--- config.mk ---
export PLATFORM = sky130hd
export DESIGN_NAME = sopg_cell
export DESIGN_NICKNAME = d
export VERILOG_FILES = /design/src/design/sopg_pkg.sv /design/src/design/sopg_cell.sv
export SDC_FILE = /design/constraint.sdc
export NUM_CORES = 1
export LEC_CHECK = 0
export BUFFER_PORTS_ARGS = -buffer_cell sky130_fd_sc_hd__buf_2
export CAP_MARGIN = 0
export CORE_MARGIN = 2
export CORE_UTILIZATION = 33
export CTS_BUF_LIST = sky130_fd_sc_hd__clkbuf_4 sky130_fd_sc_hd__clkbuf_8 sky130_fd_sc_hd__clkbuf_16
export DETAILED_ROUTE_END_ITERATION = 7
export GPL_TIMING_DRIVEN = 0
export SLEW_MARGIN = 20
export SYNTH_ARGS = -nofsm -noshare
export SYNTH_HDL_FRONTEND = slang
export SYNTH_SLANG_ARGS = --single-unit
--- constraint.sdc ---
create_clock -name clk -period 4.69 [get_ports clk]
set_clock_uncertainty 0.15 [all_clocks]
set_input_delay 0.2345 -clock clk [delete_from_list [all_inputs] [get_ports clk]]
set_output_delay 0.2345 -clock clk [all_outputs]
set_load 0.005 [all_outputs]
--- src/design/sopg_pkg.sv ---
`timescale 1ns / 1ps
// ----------------------------------------------------------------------------
// sopg_pkg: shared types and constants of the spiral orbit position generator
// widths of the datapath, the cordic arctangent table and register indexes
// ----------------------------------------------------------------------------
package sopg_pkg;

  // field widths
  localparam int PW = 24;           // Q16.8 position
  localparam int AW = 32;           // angle, 2^32 per turn
  localparam int SW = 32;           // Q16.16 scale
  localparam int XW = 36;           // cordic x/y with 8 guard bits and growth
  localparam int ZW = 33;           // cordic residual angle
  localparam int GW = 28;           // gain-corrected offset
  localparam int CFG_IW = 3;
  localparam int CFG_DW = 32;

  localparam int CORDIC_STAGES_DEF = 16;
  localparam int ATAN_ENTRIES = 24;

  // 1/K of the cordic gain in Q.24
  localparam logic signed [24:0] GAIN_Q24 = 25'sd10188014;

  localparam logic signed [SW-1:0] SCALE_ONE = 32'sd65536;

  // round-to-nearest arctangent, 2^-32 turn units
  localparam logic [29:0] ATAN_TURN [ATAN_ENTRIES] = '{
    30'h20000000, 30'h12E4051E, 30'h09FB385B, 30'h051111D4, 30'h028B0D43,
    30'h0145D7E1, 30'h00A2F61E, 30'h00517C55, 30'h0028BE53, 30'h00145F2F,
    30'h000A2F98, 30'h000517CC, 30'h00028BE6, 30'h000145F3, 30'h0000A2FA,
    30'h0000517D, 30'h000028BE, 30'h0000145F, 30'h00000A30, 30'h00000518,
    30'h0000028C, 30'h00000146, 30'h000000A3, 30'h00000051
  };

  typedef enum logic [CFG_IW-1:0] {
    REG_CENTER_X   = 3'd0,
    REG_CENTER_Y   = 3'd1,
    REG_START_X    = 3'd2,
    REG_START_Y    = 3'd3,
    REG_ANGLE_STEP = 3'd4,
    REG_SCALE_STEP = 3'd5,
    REG_CLOCKWISE  = 3'd6
  } cfg_reg_t;

  typedef struct packed {
    logic restart;
  } in_item_t;

  typedef struct packed {
    logic signed [PW-1:0] pos_x;
    logic signed [PW-1:0] pos_y;
  } out_item_t;

  // data handed from cell to cell
  typedef struct packed {
    logic                 vld;
    logic signed [XW-1:0] x;
    logic signed [XW-1:0] y;
    logic signed [ZW-1:0] z;
  } cordic_t;

endpackage

--- src/design/sopg_cell.sv ---
`timescale 1ns / 1ps
// ----------------------------------------------------------------------------
// sopg_cell: one cordic micro-rotation
// rotates x/y by the fixed arctangent of its stage toward zero residual angle
// ----------------------------------------------------------------------------
module sopg_cell #(
  parameter int STAGE = 0
) (
  input  logic              clk,
  input  logic              rst_n,
  input  logic              en,
  input  sopg_pkg::cordic_t d_in,
  output sopg_pkg::cordic_t d_out
);
  import sopg_pkg::*;

  localparam logic signed [ZW-1:0] ATAN = {{(ZW-30){1'b0}}, ATAN_TURN[STAGE]};

  logic signed [XW-1:0] xs, ys;
  cordic_t              d_nxt;
  cordic_t              d_r;

  always_comb begin
    xs = $signed(d_in.x) >>> STAGE;
    ys = $signed(d_in.y) >>> STAGE;
    d_nxt.vld = d_in.vld;
    if (!d_in.z[ZW-1]) begin
      d_nxt.x = $signed(d_in.x) - ys;
      d_nxt.y = $signed(d_in.y) + xs;
      d_nxt.z = $signed(d_in.z) - ATAN;
    end else begin
      d_nxt.x = $signed(d_in.x) + ys;
      d_nxt.y = $signed(d_in.y) - xs;
      d_nxt.z = $signed(d_in.z) + ATAN;
    end
  end

  always_ff @(posedge clk) begin
    if (!rst_n) begin
      d_r.vld <= 1'b0;
    end else if (en) begin
      d_r.vld <= d_nxt.vld;
    end
  end

  always_ff @(posedge clk) begin
    if (en) begin
      d_r.x <= d_nxt.x;
      d_r.y <= d_nxt.y;
      d_r.z <= d_nxt.z;
    end
  end

  assign d_out = d_r;

endmodule

=== After elaboration in Yosys (flattened, before gate mapping) ===
Index checks and enable logic that the tools add are counted.

* Flip-flop bits (word level): 106
* Input bits: 109
* Output and inout bits: 106
* Word-level logic and storage cells: 10

* $add $sub $neg: 5
* Multiplexer cells: 1

{| class="wikitable"
|+ Operators by type and width
! cell !! number
|-
| $mux W105 || 1
|-
| $sub A36 B36 Y36 || 2
|-
| $add A36 B36 Y36 || 1
|-
| $add A33 B31 Y33 const B || 1
|-
| $sub A33 B31 Y33 const B || 1
|}

=== Longest topological paths before layout ===
* Word-level depth: 2
* Gate-level depth with buffers: 12
* Gate-level depth less buffers: 12

=== Least setup slack after synthesis ===
OpenSTA, ideal clock, no wires.

* Path type: input to register
* Start point: in d_in[45] in the netlist's numbering
* End point: reg d_r, in the netlist d_out[63], data pin
* Library setup time: 0.272 ns
* Arrival: 2.691 ns
* Data required time: 4.268 ns
* Setup slack: 1.577 ns
* Cell stages on the path: 10
* Path buffers: 0
* Cell sequence: inv_1 > ha_1 > or3_4 > nor3_2 > o21ai_2 > and4_4 > or3_4 > a211o_1 > and4_4 > or4_1

{| class="wikitable"
|+ RTL lines
! item !! RTL line !! text
|-
| start, declared || sopg_cell.sv:12 || <nowiki>input sopg_pkg::cordic_t d_in,</nowiki>
|-
| end, declared || sopg_cell.sv:21 || <nowiki>cordic_t d_r;</nowiki>
|}

==> summary.md <==
| Metric | Value |
|---|---|
| Setup bufs post-CTS | `0` |
| Layout cells sized above 1 | `0.1987` |
| EDFF count, synth | `about 100` |
| Commonest cells after routing, fill and taps aside | `buf_2 (219), a21oi_1 (140), ha_1 (107)` |
| Drt pass-1 iters | `5` |
| CTS buffer count | `9` |
| Placer Congestion | `about 0.95` |
| Drt total wl | `around 32 mm` |
| Placed insts | `1675` |
| Req. time, crit path | `~4.7 ns` |
| Highest Clock Rate | `between 0.2 and 0.3 GHz` |
| Setup Viol. Count Final | `0` |
| Min-Delay Endpoint | `d_out[30]` |
| GRT overflow | `0` |
| RSZ-0062 raised after global routing | `no` |
| Max clock buf depth | `2` |
| Status | `complete, no violations` |
| Slew @ Worst Pin | `approximately 1.1 ns` |
| Flop pwr share | `0.384` |
| First-pass GRT wire length | `~50 mm` |
| Vias per cell | `roughly 5.3` |
| Filler cells | `2985` |
| Initial Util | `0.3333` |
| Vias | `9150` |
| Clock Tree Root | `clkbuf_16` |
| HP Start | `d_in[30]` |
| CTS tree | `done` |
| Yosys cell types | `72` |
| Fin crit period | `just under 4 ns` |
| Async S/R FF share, synth | `0` |
| MaxCap Viol Count | `0` |
| Synth Instances | `between 1000 and 1500` |
| PortBufs | `~210` |
| Register area share after synthesis | `0.3303` |
| Slew headroom | `0.2689` |
| Worst setup EP type | `flop` |
| Non-filler cells, final | `~1700` |
| Comb pwr share | `0.369` |
| Worst skew pair latency | `roughly 0.36 ns` |
| Die area | `approximately 30000 µm²` |
| R2R Path Start | `d_out[105]` |
| Post-Syn Nets | `about 1300` |
| Top FF cell, synth | `edfxtp_1` |
| Gr usage total | `0.2102` |
| Max FFs per register | `about 110` |
| FP Rows | `just over 60` |
| Sw power | `approximately 1.1 mW` |
| Post-CTS resize count | `0` |
| Register bit count reported by yosys | `around 110` |
| Worst Path Arrival | `between 3 and 4 ns` |
| Crit path max fanout | `10` |
| DIE HEIGHT | `173.8 µm` |
| Util after Layout | `0.4107` |
| Hold Vio Cnt, Final | `0` |
| Share of the synthesized area in the top cell type | `0.3282` |
| Core box area | `between 20000 and 30000 µm²` |
| Die span in x | `around 170 µm` |
| PD cells | `about 280 nW/µm²` |
| Critical path launch point type | `input port` |
| Most common cell after layout, fill and taps aside | `buf_2` |
| Hold Path Depth | `2` |
| Reg2reg end | `d_out[105]` |
| IO Pins | `about 220` |
| Synth warn | `0` |
| R2R setup slack | `3.39 ns` |
| Post-route ant nets | `0` |
| Final period util | `0.8406` |
| DP HPWL | `around 25 mm` |
| Post-route DRC | `0` |
| Slew Limit Fails | `0` |
| Reg clk slew, reported paths | `0.07 ns` |
| Sink Count | `approximately 110` |
| R2R depth | `3` |
| Synth area leaders | `edfxtp_1 (33%), ha_1 (14%), a21oi_1 (7.4%), xnor2_1 (5.4%), inv_1 (4.1%)` |
| Maximum VDD drop | `about 0.16 mV` |
| Vias in the first global route | `roughly 9100` |
| Final nets | `around 1600` |
| Mapped Area | `between 9000 and 10000 µm²` |
| 1st-iter DRT viols | `a little over 800` |
| Switching share of total power | `0.3452` |
| Internal | `2.113 mW` |
| Pleak | `just over 5 nW` |
| Initial antenna violation count | `0` |
| Area growth, synth to finish | `23.21%` |
| Synth area leader | `edfxtp_1` |
| Setup CP Type | `input port to flop` |
| Clock power share | `0.247` |
| Largest net degree at the start of global routing | `69` |
| Mean Syn Cell Area | `between 8 and 9 µm²` |
| Min-delay worst type | `input port to flop` |
| Post-route setup TNS | `0 ns` |
| Hold slack | `0.09769 ns` |
| DR WL/cell | `approximately 19 µm` |
| H-tree depth | `3` |
## area by class of cell
cell class / count / area, µm² / area share
Clock buffer: 12 / 247.7 / 0.02113
Multi-Input combinational cell: 811 / 5753 / 0.4907
Sequential cell: 105 / 3143 / 0.2681
Tap cell: 384 / 480.5 / 0.04098
Buffer: 48 / 198.9 / 0.01697
Clock inverter: 4 / 52.55 / 0.004482
Inverter: 112 / 420.4 / 0.03586
Antenna cell: 1 / 2.502 / 0.0002134
Timing Repair Buffer: 247 / 1425 / 0.1216
## worst max-delay path by stage
stage	from	slack [ns]	end
5_1_grt	d_in[35]	0.61	d_out[68]
4_1_cts	d_in[35]	0.92	d_out[64]
3_3_place_gp	d_in[37]	0.51	d_out[64]
6_report	d_in[35]	0.75	d_out[64]
3_5_place_dp	d_in[35]	0.54	d_out[64]
2_1_floorplan	d_in[45]	1.58	d_out[63]
## worst max-delay path, stage by stage
cell	delay, ns
buf_2	0.10
inv_1	0.04
ha_1	0.33
buf_2	0.25
o21ai_0	0.12
a2111oi_0	0.67
a211oi_1	0.22
o31ai_1	0.60
a41oi_1	0.41
o21ai_1	0.45
nand3_1	0.12
a31oi_1	0.25
xnor2_1	0.10
## synth_stat cells, types with 8 or more instances
cell / n
a21oi_1: 140
ha_1: 107
edfxtp_1: 104
inv_1: 104
nor2_1: 76
o21ai_0: 68
xnor2_1: 59
nand2_1: 47
clkbuf_1: 33
o21bai_1: 30
a21o_1: 26
mux2i_1: 19
nor3_1: 19
a31oi_1: 17
and2_1: 14
nand3_1: 14
a211oi_1: 11
nand2b_1: 11
nor4_1: 11
o31ai_1: 11
nand4_1: 10
nor2b_1: 9
o211ai_1: 9
o21a_1: 9
o21ai_1: 9
xor2_1: 8
## through the flow
stage | instance area (µm²) | setup WS [ns] | power, mW
2_1_floorplan | 9515 | 1.577 | 1.946
5_1_grt | 11720 | 0.6074 | 3.406
6_report | 11720 | 0.7476 | 3.228
3_3_place_gp | 11070 | 0.5140 | 2.403
3_5_place_dp | 11100 | 0.5424 | 2.408
4_1_cts | 11720 | 0.9174 | 3.243
## power groups by stage
stage                     sequential, mW  clock, mW  combinational (mW)
after global placement              1.26          0                1.14
final                               1.24      0.797                1.19
after floorplan                     1.28          0               0.664
after global routing                1.25      0.852                1.30
after CTS                           1.24      0.823                1.18
after detailed placement            1.26          0                1.15
## timing repair
action | in CTS | in global routing
hold buffers | 32 | 0
endpoints found under the hold margin | 31 | 0
endpoints found under the setup margin | 0 | 0
## routing by layer
metal	vias to the layer above	share of wire	GRT usage
met2	390	0.45	0.3383
li1	4381	-	-
met5	-	0	0
met3	62	0.079	0.04364
met1	4317	0.44	0.2817
met4	0	0.028	0.06898
## logic make-up (layout without fill, tap and decap cells)
family / count (synthesis) / after routing / synth area share
fa+ha+maj: 111 / 111 / 0.1491
buf+inv: 160 / 423 / 0.06509
other cells: 0 / 1 / 0
mux: 24 / 24 / 0.02590
xor+xnor: 67 / 67 / 0.06167
flops: 105 / 105 / 0.3303
compound gates: 370 / 370 / 0.2412
simple gates: 239 / 239 / 0.1268
(Power assumes the default switching activity.)
